**src/sv/pewr_pkg.sv**
```systemverilog
// Package with the types, codes and constants shared by the register-write encoder.
package pewr_pkg;

    // Event kinds.
    typedef enum logic [2:0] {
        KIND_DIRECT   = 3'd0,
        KIND_STEREO   = 3'd1,
        KIND_VOLUME   = 3'd2,
        KIND_NOTE_ON  = 3'd3,
        KIND_NOTE_OFF = 3'd4
    } t_kind;

    // Command bytes.
    localparam logic [7:0] CMD_WRITE_A  = 8'h50;
    localparam logic [7:0] CMD_WRITE_B  = 8'h30;
    localparam logic [7:0] CMD_STEREO_A = 8'h4F;
    localparam logic [7:0] CMD_STEREO_B = 8'h3F;

    // Data byte building blocks.
    localparam logic [7:0] VOL_BASE   = 8'h9F;
    localparam logic [7:0] TONE_LATCH = 8'h80;
    localparam logic [7:0] PAN_BOTH   = 8'h11;
    localparam logic [7:0] PAN_LEFT   = 8'h10;
    localparam logic [7:0] PAN_RIGHT  = 8'h01;

    // Marker for no tone voice latched.
    localparam logic [2:0] LATCH_NONE = 3'd7;

    // Cache sizes.
    localparam int HALVES = 2;
    localparam int VOICES = 8;

    // Writes one event can cause.
    localparam int MAX_WRITES = 3;

    // Default depth of the queue between front and back.
    localparam int JOBQ_DEPTH_DEF = 2;

    // One input event.
    typedef struct packed {
        logic [2:0]         kind;
        logic [1:0]         chip_part;
        logic [2:0]         voice_part;
        logic signed [15:0] value;
    } t_event;

    // One result write.
    typedef struct packed {
        logic [7:0] command_byte;
        logic [7:0] data_byte;
        logic       last_write;
    } t_result;

    // A single command write inside a job.
    typedef struct packed {
        logic [7:0] cmd;
        logic [7:0] data;
    } t_write;

    // All writes of one event, packed from slot 0 upward.
    typedef struct packed {
        logic [1:0]                count;
        t_write [MAX_WRITES-1:0]   slot;
    } t_job;

endpackage

```
**src/sv/pewr_front.sv**
```systemverilog
// Front end: accepts events, keeps the voice cache and builds the list of writes per event.
module pewr_front (
    input  logic            i_clk,
    input  logic            i_rst_n,
    input  logic            i_push,
    input  pewr_pkg::t_event i_event,
    input  logic            i_q_full,
    output logic            o_job_push,
    output pewr_pkg::t_job  o_job
);
    import pewr_pkg::*;

    // Voice cache.
    logic [7:0]  r_stereo_mask [HALVES];
    logic [15:0] r_volume      [VOICES];
    logic [15:0] r_tone        [VOICES];
    logic [VOICES-1:0] r_sounding;
    logic [2:0]  r_latched     [HALVES];

    logic        accept;
    logic        sel_ok;
    logic        half;
    logic [1:0]  voice;
    logic [2:0]  idx;
    logic [2:0]  voice3;
    logic [7:0]  wr_cmd;
    logic [15:0] val;
    logic [15:0] cur_vol;
    logic [15:0] cur_tone;
    logic        cur_snd;
    logic [2:0]  cur_lat;
    logic [7:0]  cur_mask;
    logic [7:0]  voice_bits;

    // Candidate writes in event order.
    logic        ea, eb, ec;
    t_write      wa, wb, wc;

    // Next cache values for the selected entries.
    logic        upd;
    logic [7:0]  n_mask;
    logic        n_mask_en;
    logic [15:0] n_volume;
    logic        n_volume_en;
    logic [15:0] n_tone;
    logic        n_tone_en;
    logic        n_sounding;
    logic        n_sounding_en;
    logic [2:0]  n_latched;

    // Intermediate latch state for note on.
    logic [2:0]  lat1;
    logic [2:0]  lat2;
    logic        tone_wr;
    logic [7:0]  m_clr;

    assign accept = i_push && !i_q_full;
    assign val    = $unsigned(i_event.value);

    // Selector decode: chip half and voice.
    always_comb begin
        sel_ok = (i_event.chip_part <= 2'd1) && (i_event.voice_part <= 3'd5);
        if (i_event.chip_part == 2'd1) begin
            half  = (i_event.voice_part >= 3'd1);
            voice = 2'd3;
        end else begin
            half  = (i_event.voice_part >= 3'd3);
            voice = (i_event.voice_part >= 3'd3) ? 2'(i_event.voice_part - 3'd3)
                                                 : i_event.voice_part[1:0];
        end
        idx        = {half, voice};
        voice3     = {1'b0, voice};
        voice_bits = {1'b0, voice, 5'b0};
        wr_cmd     = half ? CMD_WRITE_B : CMD_WRITE_A;
        cur_vol    = r_volume[idx];
        cur_tone   = r_tone[idx];
        cur_snd    = r_sounding[idx];
        cur_lat    = r_latched[half];
        cur_mask   = r_stereo_mask[half];
    end

    // Per-kind write selection and cache update.
    always_comb begin
        ea            = 1'b0;
        eb            = 1'b0;
        ec            = 1'b0;
        wa            = '{cmd: wr_cmd, data: val[7:0]};
        wb            = '{cmd: wr_cmd, data: TONE_LATCH | {4'b0, val[3:0]} | voice_bits};
        wc            = '{cmd: wr_cmd, data: val[11:4]};
        n_mask        = cur_mask;
        n_mask_en     = 1'b0;
        n_volume      = val;
        n_volume_en   = 1'b0;
        n_tone        = val;
        n_tone_en     = 1'b0;
        n_sounding    = cur_snd;
        n_sounding_en = 1'b0;
        n_latched     = cur_lat;
        lat1          = cur_lat;
        lat2          = cur_lat;
        tone_wr       = 1'b0;
        m_clr         = cur_mask & ~(PAN_BOTH << voice);
        upd           = 1'b0;
        case (i_event.kind)
            KIND_DIRECT: begin
                upd       = 1'b1;
                ea        = 1'b1;
                n_latched = LATCH_NONE;
            end
            KIND_STEREO: begin
                upd    = 1'b1;
                n_mask = m_clr;
                if (val[15] || (val == 16'd0)) begin
                    n_mask = n_mask | (PAN_LEFT << voice);
                end
                if (!val[15]) begin
                    n_mask = n_mask | (PAN_RIGHT << voice);
                end
                if (n_mask != cur_mask) begin
                    ea        = 1'b1;
                    wa        = '{cmd: half ? CMD_STEREO_B : CMD_STEREO_A, data: n_mask};
                    n_mask_en = 1'b1;
                    n_latched = LATCH_NONE;
                end
            end
            KIND_VOLUME: begin
                upd         = 1'b1;
                n_volume_en = 1'b1;
                if (cur_snd && (val != cur_vol)) begin
                    ea        = 1'b1;
                    wa.data   = (VOL_BASE ^ val[7:0]) | voice_bits;
                    n_latched = LATCH_NONE;
                end
            end
            KIND_NOTE_ON: begin
                upd           = 1'b1;
                n_tone_en     = 1'b1;
                n_sounding    = 1'b1;
                n_sounding_en = 1'b1;
                if ((cur_vol != 16'd0) && !cur_snd) begin
                    ea      = 1'b1;
                    wa.data = (VOL_BASE ^ cur_vol[7:0]) | voice_bits;
                    lat1    = LATCH_NONE;
                end
                tone_wr = (val[3:0] != cur_tone[3:0])
                       || ((val != cur_tone) && (lat1 != voice3));
                lat2 = tone_wr ? voice3 : lat1;
                eb   = tone_wr;
                ec   = (lat2 == voice3) && (i_event.chip_part == 2'd0);
                n_latched = lat2;
            end
            KIND_NOTE_OFF: begin
                upd           = 1'b1;
                n_sounding    = 1'b0;
                n_sounding_en = 1'b1;
                if (cur_snd && (cur_vol != 16'd0)) begin
                    ea        = 1'b1;
                    wa.data   = VOL_BASE | voice_bits;
                    n_latched = LATCH_NONE;
                end
            end
            default: begin
                upd = 1'b0;
            end
        endcase
        upd = upd && sel_ok;
    end

    // Pack the enabled writes into the job slots, oldest first.
    always_comb begin
        o_job.count   = 2'({1'b0, ea} + {1'b0, eb} + {1'b0, ec});
        o_job.slot[0] = ea ? wa : (eb ? wb : wc);
        o_job.slot[1] = (ea && eb) ? wb : wc;
        o_job.slot[2] = wc;
        o_job_push    = accept && upd && (o_job.count != 2'd0);
    end

    // Cache registers.
    always_ff @(posedge i_clk) begin
        if (!i_rst_n) begin
            for (int h = 0; h < HALVES; h++) begin
                r_stereo_mask[h] <= 8'hFF;
                r_latched[h]     <= LATCH_NONE;
            end
            for (int v = 0; v < VOICES; v++) begin
                r_volume[v] <= 16'hFFFF;
                r_tone[v]   <= 16'hFFFF;
            end
            r_sounding <= '0;
        end else if (accept && upd) begin
            r_latched[half] <= n_latched;
            if (n_mask_en) begin
                r_stereo_mask[half] <= n_mask;
            end
            if (n_volume_en) begin
                r_volume[idx] <= n_volume;
            end
            if (n_tone_en) begin
                r_tone[idx] <= n_tone;
            end
            if (n_sounding_en) begin
                r_sounding[idx] <= n_sounding;
            end
        end
    end

endmodule

```
**src/sv/pewr_jobq.sv**
```systemverilog
// Short queue of write jobs between the front end and the back end.
module pewr_jobq #(
    parameter int Depth = pewr_pkg::JOBQ_DEPTH_DEF
) (
    input  logic           i_clk,
    input  logic           i_rst_n,
    input  logic           i_push,
    input  pewr_pkg::t_job i_job,
    input  logic           i_pop,
    output logic           o_full,
    output logic           o_empty,
    output pewr_pkg::t_job o_job
);
    import pewr_pkg::*;

    localparam int PtrW = (Depth > 1) ? $clog2(Depth) : 1;
    localparam int CntW = $clog2(Depth + 1);
    localparam logic [PtrW-1:0] PtrLast = PtrW'(Depth - 1);
    localparam logic [CntW-1:0] CntFull = CntW'(Depth);

    t_job            r_mem [Depth];
    logic [PtrW-1:0] r_wr_ptr;
    logic [PtrW-1:0] r_rd_ptr;
    logic [CntW-1:0] r_count;
    logic            do_push;
    logic            do_pop;

    assign o_full  = (r_count == CntFull);
    assign o_empty = (r_count == '0);
    assign o_job   = r_mem[r_rd_ptr];
    assign do_push = i_push && !o_full;
    assign do_pop  = i_pop && !o_empty;

    // Storage, written at the tail.
    always_ff @(posedge i_clk) begin
        if (do_push) begin
            r_mem[r_wr_ptr] <= i_job;
        end
    end

    // Pointers and fill count.
    always_ff @(posedge i_clk) begin
        if (!i_rst_n) begin
            r_wr_ptr <= '0;
            r_rd_ptr <= '0;
            r_count  <= '0;
        end else begin
            if (do_push) begin
                r_wr_ptr <= (r_wr_ptr == PtrLast) ? '0 : r_wr_ptr + PtrW'(1);
            end
            if (do_pop) begin
                r_rd_ptr <= (r_rd_ptr == PtrLast) ? '0 : r_rd_ptr + PtrW'(1);
            end
            if (do_push && !do_pop) begin
                r_count <= r_count + CntW'(1);
            end else if (do_pop && !do_push) begin
                r_count <= r_count - CntW'(1);
            end
        end
    end

endmodule

```
**src/sv/pewr_back.sv**
```systemverilog
// Back end: head-job writes go to the result register one per cycle unless stalled.
module pewr_back (
    input  logic              i_clk,
    input  logic              i_rst_n,
    input  logic              i_q_empty,
    input  pewr_pkg::t_job    i_job,
    output logic              o_q_pop,
    input  logic              i_pop,
    output logic              o_empty,
    output pewr_pkg::t_result o_result
);
    import pewr_pkg::*;

    logic [1:0] r_idx;
    logic       r_out_valid;
    t_result    r_out;
    logic       load;
    logic       is_last;
    t_write     cur;

    assign o_empty  = !r_out_valid;
    assign o_result = r_out;

    // Pick the current write of the head job.
    always_comb begin
        cur     = i_job.slot[r_idx];
        is_last = (r_idx == 2'(i_job.count - 2'd1));
        load    = !i_q_empty && (!r_out_valid || i_pop);
        o_q_pop = load && is_last;
    end

    // Result register.
    always_ff @(posedge i_clk) begin
        if (load) begin
            r_out <= '{command_byte: cur.cmd, data_byte: cur.data, last_write: is_last};
        end
    end

    // Write index and result valid flag.
    always_ff @(posedge i_clk) begin
        if (!i_rst_n) begin
            r_idx       <= '0;
            r_out_valid <= 1'b0;
        end else begin
            if (load) begin
                r_idx       <= is_last ? 2'd0 : r_idx + 2'd1;
                r_out_valid <= 1'b1;
            end else if (i_pop) begin
                r_out_valid <= 1'b0;
            end
        end
    end

endmodule

```
**src/sv/psg_event_to_register_writes.sv**
```systemverilog
// Top level of the sound-chip event to register-write encoder.
//
// Input channel: an event is accepted on a clock edge with i_push high and o_full low.
// Result channel: while o_empty is low, o_result carries the oldest pending write;
// it is taken on a clock edge with i_pop high.
// Each event causes zero to three writes; redundant writes are dropped by the cache,
// and the final write of an event has last_write set.
// An accepted event's writes pass through the job queue, then the result register.
// Throughput: the front end takes one event per cycle while o_full is low; the back
// end sends one write per cycle unless the receiver stalls, taking each event's writes
// in turn. An event that causes no write only updates the cache.
// The job queue between the two parts holds Depth events.
// Reset restores the cache (unset volumes and tones, full stereo masks, no latch)
// and empties the queue and the result register.
// When the receiver stalls, the result holds, the job queue fills and o_full rises.
module psg_event_to_register_writes #(
    parameter int JobqDepth = pewr_pkg::JOBQ_DEPTH_DEF
) (
    input  logic              i_clk,
    input  logic              i_rst_n,
    input  logic              i_push,
    input  pewr_pkg::t_event  i_event,
    output logic              o_full,
    input  logic              i_pop,
    output logic              o_empty,
    output pewr_pkg::t_result o_result
);
    import pewr_pkg::*;

    t_job job_in;
    t_job job_out;
    logic job_push;
    logic job_pop;
    logic q_full;
    logic q_empty;

    assign o_full = q_full;

    // Event decode and cache.
    pewr_front u_front (
        .i_clk      (i_clk),
        .i_rst_n    (i_rst_n),
        .i_push     (i_push),
        .i_event    (i_event),
        .i_q_full   (q_full),
        .o_job_push (job_push),
        .o_job      (job_in)
    );

    // Job queue.
    pewr_jobq #(
        .Depth (JobqDepth)
    ) u_jobq (
        .i_clk   (i_clk),
        .i_rst_n (i_rst_n),
        .i_push  (job_push),
        .i_job   (job_in),
        .i_pop   (job_pop),
        .o_full  (q_full),
        .o_empty (q_empty),
        .o_job   (job_out)
    );

    // Write serializer.
    pewr_back u_back (
        .i_clk     (i_clk),
        .i_rst_n   (i_rst_n),
        .i_q_empty (q_empty),
        .i_job     (job_out),
        .o_q_pop   (job_pop),
        .i_pop     (i_pop),
        .o_empty   (o_empty),
        .o_result  (o_result)
    );

endmodule
```
**config.mk**
```make
export PLATFORM = sky130hd
export DESIGN_NAME = psg_event_to_register_writes
export DESIGN_NICKNAME = d
export VERILOG_FILES = /design/src/sv/pewr_pkg.sv /design/src/sv/pewr_front.sv /design/src/sv/pewr_jobq.sv /design/src/sv/pewr_back.sv /design/src/sv/psg_event_to_register_writes.sv
export SDC_FILE = /design/constraint.sdc
export NUM_CORES = 1
export LEC_CHECK = 0
export BUFFER_PORTS_ARGS = -buffer_cell sky130_fd_sc_hd__buf_2
export CORE_MARGIN = 2
export CORE_UTILIZATION = 45
export CTS_BUF_LIST = sky130_fd_sc_hd__clkbuf_16
export DETAILED_ROUTE_END_ITERATION = 16
export GPL_ROUTABILITY_DRIVEN = 0
export GPL_TIMING_DRIVEN = 0
export PLACE_DENSITY = 0.68
export SLEW_MARGIN = 20
export SYNTH_ARGS = -nofsm -noshare
export SYNTH_HDL_FRONTEND = slang
export SYNTH_SLANG_ARGS = --single-unit
```
**constraint.sdc**
```tcl
create_clock -name i_clk -period 17.1 [get_ports i_clk]
set_input_delay 2.565 -clock i_clk [delete_from_list [all_inputs] [get_ports i_clk]]
set_output_delay 2.565 -clock i_clk [all_outputs]
set_load 0.05 [all_outputs]
```
Yosys cells after proc, flatten, opt, wreduce, memory -nomap -nowiden
Memories as Yosys holds them, arrays and structs flattened. A register that Yosys moved wholly into a read port is not among the register bits.
Cells that the tools add are included.

word-level totals
  register bits = 32
  memory bits (writable) = 372
  input port bits = 28
  output and inout port bits = 19
  logic and storage cells = 182
  memories = 5

memory list
  name                   depth  bits a word  rd ports  clocked after Yosys merged registers in  wr ports  RTL line          text
  u_front.r_tone         8      16           1         0                                        8         pewr_front.sv:16  logic [15:0] r_tone [VOICES];
  u_front.r_volume       8      16           1         0                                        8         pewr_front.sv:15  logic [15:0] r_volume [VOICES];
  u_jobq.r_mem           2      47           1         1                                        1         pewr_jobq.sv:21   t_job r_mem [Depth];
  u_front.r_stereo_mask  2      8            1         0                                        2         pewr_front.sv:14  logic [7:0] r_stereo_mask [HALVES];
  u_front.r_latched      2      3            1         0                                        2         pewr_front.sv:18  logic [2:0] r_latched [HALVES];

operators by class
  $add $sub $neg = 9
  order comparisons = 7
  equal/unequal tests = 13
  shift-type cells = 3
  multiplexer cells = 85
  bitwise gates (word level) = 9
  reduce and logical (&&, ||, !) cells = 42

operator list
  cell                                             number
  two-way mux 8 bit                                11
  two-way mux 16 bit                               3
  two-way mux 1 bit                                44
  binary-select mux 16 bit (select 2 bit)          1
  != test 16 bit                                   2
  case mux 8 bit (4 select lines)                  1
  OR reduction 16 bit                              2
  two-way mux 15 bit                               2
  two-way mux 3 bit                                9
  OR 8 x 7 -> 8 bit                                3
  two-way mux 7 bit                                3
  logical AND 1 bit                                18
  logical NOT 16 bit                               1
  OR 8 bit                                         2
  nonzero test 16 bit                              1
  << shifter 5 x 2 -> 8 bit, first input constant  2
  case mux 3 bit (5 select lines)                  1
  NOT 6 bit                                        2
  two-way mux 2 bit                                5
  bitwise AND 8 bit                                1
  bitwise mux 8 bit                                1
  != test 8 bit                                    1
  NOT 8 bit                                        1
  OR reduction 8 bit                               1
  35 further kinds                                 50

Longest topological paths before layout
Gate-level depths: netlist of the first run.

  word-level depth = 24
  gate-level depth with buffers = 26
  gate-level depth less buffers = 21

Modules after synthesis
Synthesis of the first run repeated with hierarchy kept, for this count alone.

unflattened totals
  cell total of the unflattened synthesis = 1646
  area total of the unflattened synthesis = 20398.3 um^2

modules (own cells, without submodules)
  module      times used  cells an instance  area an instance (um^2)  seq. area each (um^2)
  pewr_front  1           1371               15533.6                  8508.2
  pewr_jobq   1           181                3828.7                   3103.0
  pewr_back   1           94                 1036.0                   570.5

Least setup slack after synthesis of the first run
No wires, ideal clock.

  path type = input -> register
  start = input port i_event[16] in the netlist's numbering
  end = memory u_jobq.r_mem[0][0] in the netlist's numbering (enable)
  library setup time = 0.454 ns
  arrival = 8.578 ns
  required time = 16.646 ns
  slack = 8.067 ns
  stages = 18
  path through = ha_1 -> buf_2 -> o21ba_2 -> nor3_4 -> buf_6 -> mux2_1 -> a221oi_1 -> o22ai_1 -> or4_4 -> nor3_4 -> o2111ai_2 -> a21oi_4 -> or2_1 -> buf_6 -> inv_1 -> fa_1 -> nor2_1 -> nor3_1

RTL lines
  what                RTL line                            text
  start: declaration  psg_event_to_register_writes.sv:22  input pewr_pkg::t_event i_event,
  end: declaration    pewr_jobq.sv:21

==> results.ini, run 1 <==
[timing]
setup_viol=0
tightest_slew_ns=1.102
slew_violations=0
max_freq_ghz=0.1051
fin_crit_ns=9.514
fin_ws_ns=7.586
rsz0062_at_grt=false
hold_viol=0
setup_tns_ns=0
hold_ws_ns=0.4737
period_share=0.5564
skew_ns=0.03438
relSlewSlack=0.2598

[worst_setup_path]
worstPathArrival_ns=9.67
crit_end=u_jobq.r_mem[1][36]
timing.rr.start=u_front.r_volume[2][8]
crit_path_top_delay_cell=clkbuf_1
cp.required_ns=17.25
start_kind=input port
path_delay_family=buffers and inverters
cp.depth=22
rr_worst_depth=13
slowest_delay_ns=0.73
timing.critical_path.from=i_event[17]
end_kind=flip-flop
path_cells=buf_2 -> inv_1 -> ha_1 -> nor4_4 -> mux2i_1 -> inv_2 -> clkbuf_1 -> buf_2 -> clkbuf_1 -> clkbuf_1 -> nand2_1 -> nand2_1 -> xnor2_1 -> o2111ai_2 -> a21oi_4 -> or2_1 -> buf_6 -> inv_1 -> fa_1 -> nor2_1 -> nor2_1 -> and2_2
rrSetupSlack_ns=11.58
critPathBufInv=9
path_class=in2reg
cp_common_cell=clkbuf_1
r2r_end=u_jobq.r_mem[1][36]
worstPathMaxFanout=30

[placed_design]
hpwl_mm=42.41
placed_area_um2=19210
pre_cts_slack_ns=7.235
dp_cells=2138
io_buffers=43

[floorplanning]
core_region_area_um2=39730
rows=73
die_x_um=204.7
dieHeight_um=204.7
die_area_um2=41900
ios=47
initial_utilization=0.4562

[yosys]
yosysWarnings=0
mappedNetlistNets=1590
synth-async-reset-ratio=0
synth_cells=1558
synth_edf_count=351
seq_area_frac_synth=0.5991
ys_seq_elements=367
ys.flop_type=edfxtp_1
netlist_area_um2=18130
synth_cell_type_count=87
synth.avg_cell_area_um2=11.64

[clock_network]
clock_sinks=367
path_clk_slew_ns=0.06
cts_tree=yes
cts_hold_buffers=0
clk_path_buf_depth=3
clk_latency_ns=0.55
post_cts_resize_count=0
cts_made_buffers=40
root_buffer=clkbuf_16
htree_num_levels=2
post_cts_buffers=0

[global_route]
grt_pass1_vias=13360
grt_remaining_overflow=0
grt_max_degree=31
grt_pass1_wl_mm=87.10
grtUsageTotal=0.2866
antenna_found_initial=1

[detailed_routing]
met1_length_mm=22.54
drc=0
routed_wl_mm=60.26
drtIter0Drc=2384
wl_per_cell_um=27.29
top_layer_used=met4
vias_per_cell=6.412
drtAntennaViolNets=0
vias=14160
drt_pass1_iterations=8
wl_met3_mm=8.203
met2WireLength_mm=25.90

[cells_and_area]
n_antenna_cell=0
utilization=0.5150
fillers=3463
fin_cells=2208
fin_area_um2=20460
multiInputGateArea_um2=6556
seq_area_um2=10860
final_nets=1687
drive_above_1_share=0.1604
syn_to_final_growth_pct=12.89

[min_path]
hp-class=reg2reg

[power_and_ir_drop]
cellPowerDensity_nw_per_um2=109.2
total_power_mw=2.235
leakagePower_nw=6.568
peakVddDrop_v=0.00006110

[job]
max_cap_viol_count=0

[status]
status=complete, no violations

## area by class of cell
class,instances,area share
inverter,45,0.008254
buffer,144,0.03033
timing repair buffer,55,0.01785
multi-input combinational,1002,0.3204
clock buffer,42,0.05136
clock inverter,28,0.008988
sequential,367,0.5307
tap,525,0.03210
## tightest hold or removal path, delay by kind of cell (launching register included)
family	cells	cell delay [ns]
flops	1	0.32
simple gates	1	0.07
compound gates	1	0.05
## layer usage
| metal | vias up | GRT usage |
|---|---|---|
| li1 | 6053 | - |
| met1 | 6844 | 0.3837 |
| met2 | 1060 | 0.4259 |
| met3 | 201 | 0.07668 |
| met4 | 0 | 0.1527 |
| met5 | - | 0 |
## cell families (layout without fill, tap and decap cells)
kind of cell | Yosys count | count (layout) | synth area share
muxes | 69 | 69 | 0.04459
DFF | 367 | 367 | 0.5991
other | 1 | 1 | 0.0002069
and+or+nand+nor | 606 | 606 | 0.1750
xor gates and xnor gates | 35 | 35 | 0.01691
buffers and inverters | 189 | 314 | 0.04355
adders and majority gates | 4 | 4 | 0.003175
AOI/OAI and AO/OA | 287 | 287 | 0.1174
## sequential cells by signal, summed over array words and instances, names as in the netlist, 2 cells and up, named ones only
register               cells
u_front.r_stereo_mask     16
u_front.r_volume         128
u_back.r_idx               2
u_jobq.r_count             2
u_front.r_latched          6
u_back.o_result           13
u_jobq.r_mem              60
u_front.r_tone           128
u_front.r_sounding         8
## power breakdown
| group | internal (mW) | switching, mW |
|---|---|---|
| Combinational | 0.103 | 0.257 |
| Sequential | 1.03 | 0.0129 |
| Clock | 0.473 | 0.361 |
## Yosys cell counts (11+ instances only)
cell	n	share of area
o22ai_1	16	0.0055
inv_1	39	0.0081
nor2_1	57	0.012
o221ai_1	26	0.013
mux2i_1	50	0.028
nand2_1	186	0.039
nand3_1	48	0.013
or2_2	46	0.016
nand4_1	31	0.011
a21oi_1	38	0.010
clkbuf_1	95	0.020
xnor2_1	26	0.013
nand2b_1	67	0.023
o221a_2	22	0.014
edfxtp_1	351	0.58
a22oi_1	11	0.0046
buf_1	16	0.0033
dfxtp_1	16	0.018
or3_1	90	0.031
buf_2	22	0.0061
o21ai_0	47	0.013
a221oi_1	15	0.0072
nor3_1	35	0.0097
a31oi_1	31	0.011
## cells in the final DEF (no fill, tap or decap), types with 38 or more instances in the layout
master / n
a21oi_1: 38
buf_2: 65
clkbuf_1: 95
clkbuf_16: 42
edfxtp_1: 351
inv_1: 46
mux2i_1: 50
nand2_1: 186
nand2b_1: 67
nand3_1: 48
nor2_1: 57
o21ai_0: 39
or2_2: 46
or3_1: 90
## worst min-delay path by stage
stage / start / to / depth (start not counted)
detailed placement: u_front.r_sounding[3] / u_front.r_sounding[3] / 2
global route: u_front.r_sounding[2] / u_front.r_sounding[2] / 2
CTS: u_front.r_sounding[3] / u_front.r_sounding[3] / 2
floorplan: u_front.r_sounding[2] / u_front.r_sounding[2] / 2
global placement: u_front.r_sounding[2] / u_front.r_sounding[2] / 2
finish: u_front.r_sounding[2] / u_front.r_sounding[2] / 2
Power figures use the tool's default switching activity.
==> run 2: changes to the inputs <==
- ABC_AREA: not set -> 1
- PLACE_DENSITY: 0.68 -> 0.7
- clock period: 17.1 -> 7.79 ns (I/O delays scaled with it)
==> run 2 against run 1 <==
Against the previous run:
- non-clock buffer count is 29 lower
- total power is 120% higher
- largest power group unchanged
- critical endpoint is now u_jobq.r_count[1]
- worst setup slack worse by 6.4 ns
- first-iteration DRC count is 14% lower
==> results.ini, run 2 <==
[clock_network]
path_clk_slew_ns=0.06  ; about the same
post_cts_resize_count=0  ; unchanged
cts_made_buffers=40  ; unchanged
root_buffer=clkbuf_16
cts_tree=yes
clock_sinks=367  ; unchanged
cts_hold_buffers=0  ; unchanged
htree_num_levels=2  ; unchanged
clk_path_buf_depth=3  ; unchanged
clk_latency_ns=0.56  ; about the same
post_cts_buffers=0  ; unchanged

[yosys]
synth_cell_type_count=45  ; -48%
yosys-top-cells-count=872 x nand2_1, 351 x edfxtp_1, 174 x inv_1, 121 x nor2_1, 107 x nand4_1
yosysWarnings=0  ; unchanged
seq_area_frac_synth=0.5841  ; -0.01504
ys_seq_elements=367  ; unchanged
synth_edf_count=351  ; unchanged
synth-async-reset-ratio=0  ; unchanged
netlist.area_leader.share=0.5669  ; -0.01459
ys.flop_type=edfxtp_1
netlist_area_um2=18590  ; +2.6%
synth.avg_cell_area_um2=8.825  ; -24%
synth_area_leaders=edfxtp_1 57%, nand2_1 18%, nand4_1 3.6%, inv_1 3.5%, nor2_1 2.4%
synth_most_common_cell=nand2_1
synth_top_area_cell=edfxtp_1
synth_cells=2107  ; +35%
mappedNetlistNets=2139  ; +35%

[floorplanning]
initial_utilization=0.4554  ; -0.0008592
core_region_area_um2=40830  ; +2.8%
dieHeight_um=207.3  ; +1.3%
ios=47  ; unchanged
die_area_um2=42960  ; +2.5%
die_x_um=207.3  ; +1.3%
rows=74  ; +1.4%

[global_route]
grt_pass1_vias=14710  ; +10%
grt_remaining_overflow=0  ; unchanged
grt_max_degree=21  ; -32%
grtUsageTotal=0.2538  ; -0.03286
antenna_found_initial=1  ; unchanged
grt_pass1_wl_mm=83.95  ; -3.6%

[cells_and_area]
final_cell_mix=872 x nand2_1, 351 x edfxtp_1, 186 x inv_1
fillers=3684  ; +6.4%
mostFrequentLayoutCell=nand2_1
drive_above_1_share=0.1070  ; -0.05344
top_regs=u_front.r_tone: 128 flops, u_front.r_volume: 128 flops, u_jobq.r_mem: 60 flops
syn_to_final_growth_pct=12.76
fin_cells=2767  ; +25%
final_nets=2236  ; +33%

[detailed_routing]
drc=0  ; unchanged
vias_per_cell=5.627  ; -12%
wl_per_cell_um=20.24  ; -26%
routed_wl_mm=56.02  ; -7.0%
drtIter0Drc=2042  ; -14%
vias=15570  ; +10%
drt_pass1_iterations=7  ; -1
drtAntennaViolNets=0  ; unchanged

[placed_design]
io_buffers=44  ; +2.3%
dp_cells=2694  ; +26%
hpwl_mm=38.66  ; -8.8%

[timing]
fin_crit_ns=6.618
slew_violations=0  ; unchanged
setup_viol=0  ; unchanged
tightest_slew_ns=1.073  ; -0.02899 ns
max_freq_ghz=0.1511
hold_viol=0  ; unchanged
setup_tns_ns=0  ; unchanged
rsz0062_at_grt=false
relSlewSlack=0.2848  ; +0.02498
period_share=0.8495
skew_ns=0.02933  ; -0.005046 ns

[worst_setup_path]
path_class=in2reg
timing.critical_path.from=i_event[16]
start_kind=input port
timing.rr.start=u_front.r_volume[0][12]
rr_worst_depth=26  ; +13
r2r_end=u_jobq.r_count[1]
rrSetupSlack_ns=3.30  ; -8.28 ns
worstPathMaxFanout=10  ; -67%
crit_end=u_jobq.r_count[1]
worstPathArrival_ns=7.04  ; -2.63 ns
cp.required_ns=8.21  ; -9.04 ns
end_kind=flip-flop

[min_path]
hp-class=reg2reg

[power_and_ir_drop]
cellPowerDensity_nw_per_um2=230.9  ; +110%
peakVddDrop_v=0.0001479  ; +140%
leakagePower_nw=8.032  ; +22%

[job]
max_cap_viol_count=0  ; unchanged

[status]
status=complete, no violations

## run 2: cell count changes after synthesis, moves of 35 or more
cell | before | now
nand2_1 | 186 | 872
inv_1 | 39 | 174
or3_1 | 90 | 0
nand4_1 | 31 | 107
nand2b_1 | 67 | 0
nor2_1 | 57 | 121
mux2i_1 | 50 | 3
o21ai_0 | 47 | 82
## run 2: cell type report
| cell class | instances | area (µm²) | share of cell area |
|---|---|---|---|
| clock buffer | 40 | 1001 | 0.04774 |
| tap | 532 | 665.6 | 0.03175 |
| buffer | 115 | 538.0 | 0.02566 |
| antenna | 1 | 2.502 | 0.0001194 |
| timing repair buffer | 55 | 395.4 | 0.01886 |
| multi-input combinational | 1432 | 6518 | 0.3109 |
| clock inverter | 32 | 259.0 | 0.01235 |
| inverter | 193 | 726.9 | 0.03467 |
| sequential | 367 | 10860 | 0.5180 |
## run 2: how the worst min path moves through the flow
stage                 startpoint           endpoint  slack (ns)  cells after the start
2_1_floorplan  u_jobq.r_count[1]  u_jobq.r_count[1]        0.46                      2
3_3_place_gp     u_jobq.r_rd_ptr    u_jobq.r_rd_ptr        0.49                      2
3_5_place_dp     u_jobq.r_rd_ptr    u_jobq.r_rd_ptr        0.49                      2
4_1_cts          u_jobq.r_rd_ptr    u_jobq.r_rd_ptr        0.51                      2
5_1_grt          u_jobq.r_rd_ptr    u_jobq.r_rd_ptr        0.55                      2
6_report         u_jobq.r_rd_ptr    u_jobq.r_rd_ptr        0.51                      2
## run 2: cell families (layout without fill, tap and decap cells)
family,after synthesis,in the layout,synth area share
other,1,2,0.0002017
muxes,3,3,0.001615
buffers and inverters,308,435,0.06803
and+or+nand+nor,1257,1257,0.2880
xor gates and xnor gates,20,20,0.009421
DFF,367,367,0.5841
adders and majority gates,4,4,0.003096
AOI/OAI and AO/OA,147,147,0.04556
## run 2: stage by stage
| stage | util | instance area [µm²] | hold WS (ns) | worst slack (ns) | power [mW] |
|---|---|---|---|---|---|
| 2_1_floorplan | - | 18590 | 0.4649 | 1.959 | 2.760 |
| 3_3_place_gp | 0.4771 | 19480 | 0.4882 | -0.2117 | 2.989 |
| 3_5_place_dp | 0.4826 | 19700 | 0.4941 | 0.7670 | 3.017 |
| 4_1_cts | 0.5134 | 20960 | 0.5086 | 1.282 | 4.831 |
| 5_1_grt | 0.5134 | 20960 | 0.5513 | 0.8332 | 4.981 |
| 6_report | 0.5135 | 20970 | 0.5063 | 1.172 | 4.841 |
## run 2: power breakdown
part	total (mW)	internal (mW)	leakage (nW)	switching (mW)
logic	0.775	0.190	4.69	0.584
registers	2.22	2.21	2.69	0.0159
clock network	1.85	1.04	0.655	0.800
total	4.84	3.44	8.03	1.40
## run 2: per-layer routing
metal  vias up  wire, µm  track usage
met4         2      2499       0.1165
met1      7362     21320       0.3372
met5         -        18            0
met2       898     26000       0.4089
met3       160      6179      0.04312
li1       7149         -            -
## run 2: worst max-delay path, stage by stage
cell and delay [ns]:
buf_2 0.14, ha_1 0.27, o21ai_4 0.28, nand3_4 0.15, inv_2 0.26, nand2_1 0.40, clkbuf_1 0.45, or2_2 0.39
nand4_1 0.08, nand2_1 0.09, nand3_1 0.12, nand2_1 0.07, nor2_1 0.08, nand2_1 0.05, nor2_1 0.27, nand2_1 0.22
nand2_4 0.15, nand2_4 0.09, nand2_4 0.13, inv_4 0.06, fa_1 0.51, o21ai_0 0.67, inv_1 0.14, ha_1 0.34
a21oi_1 0.11, o21ai_0 0.11, o21ai_0 0.16, a21oi_1 0.05
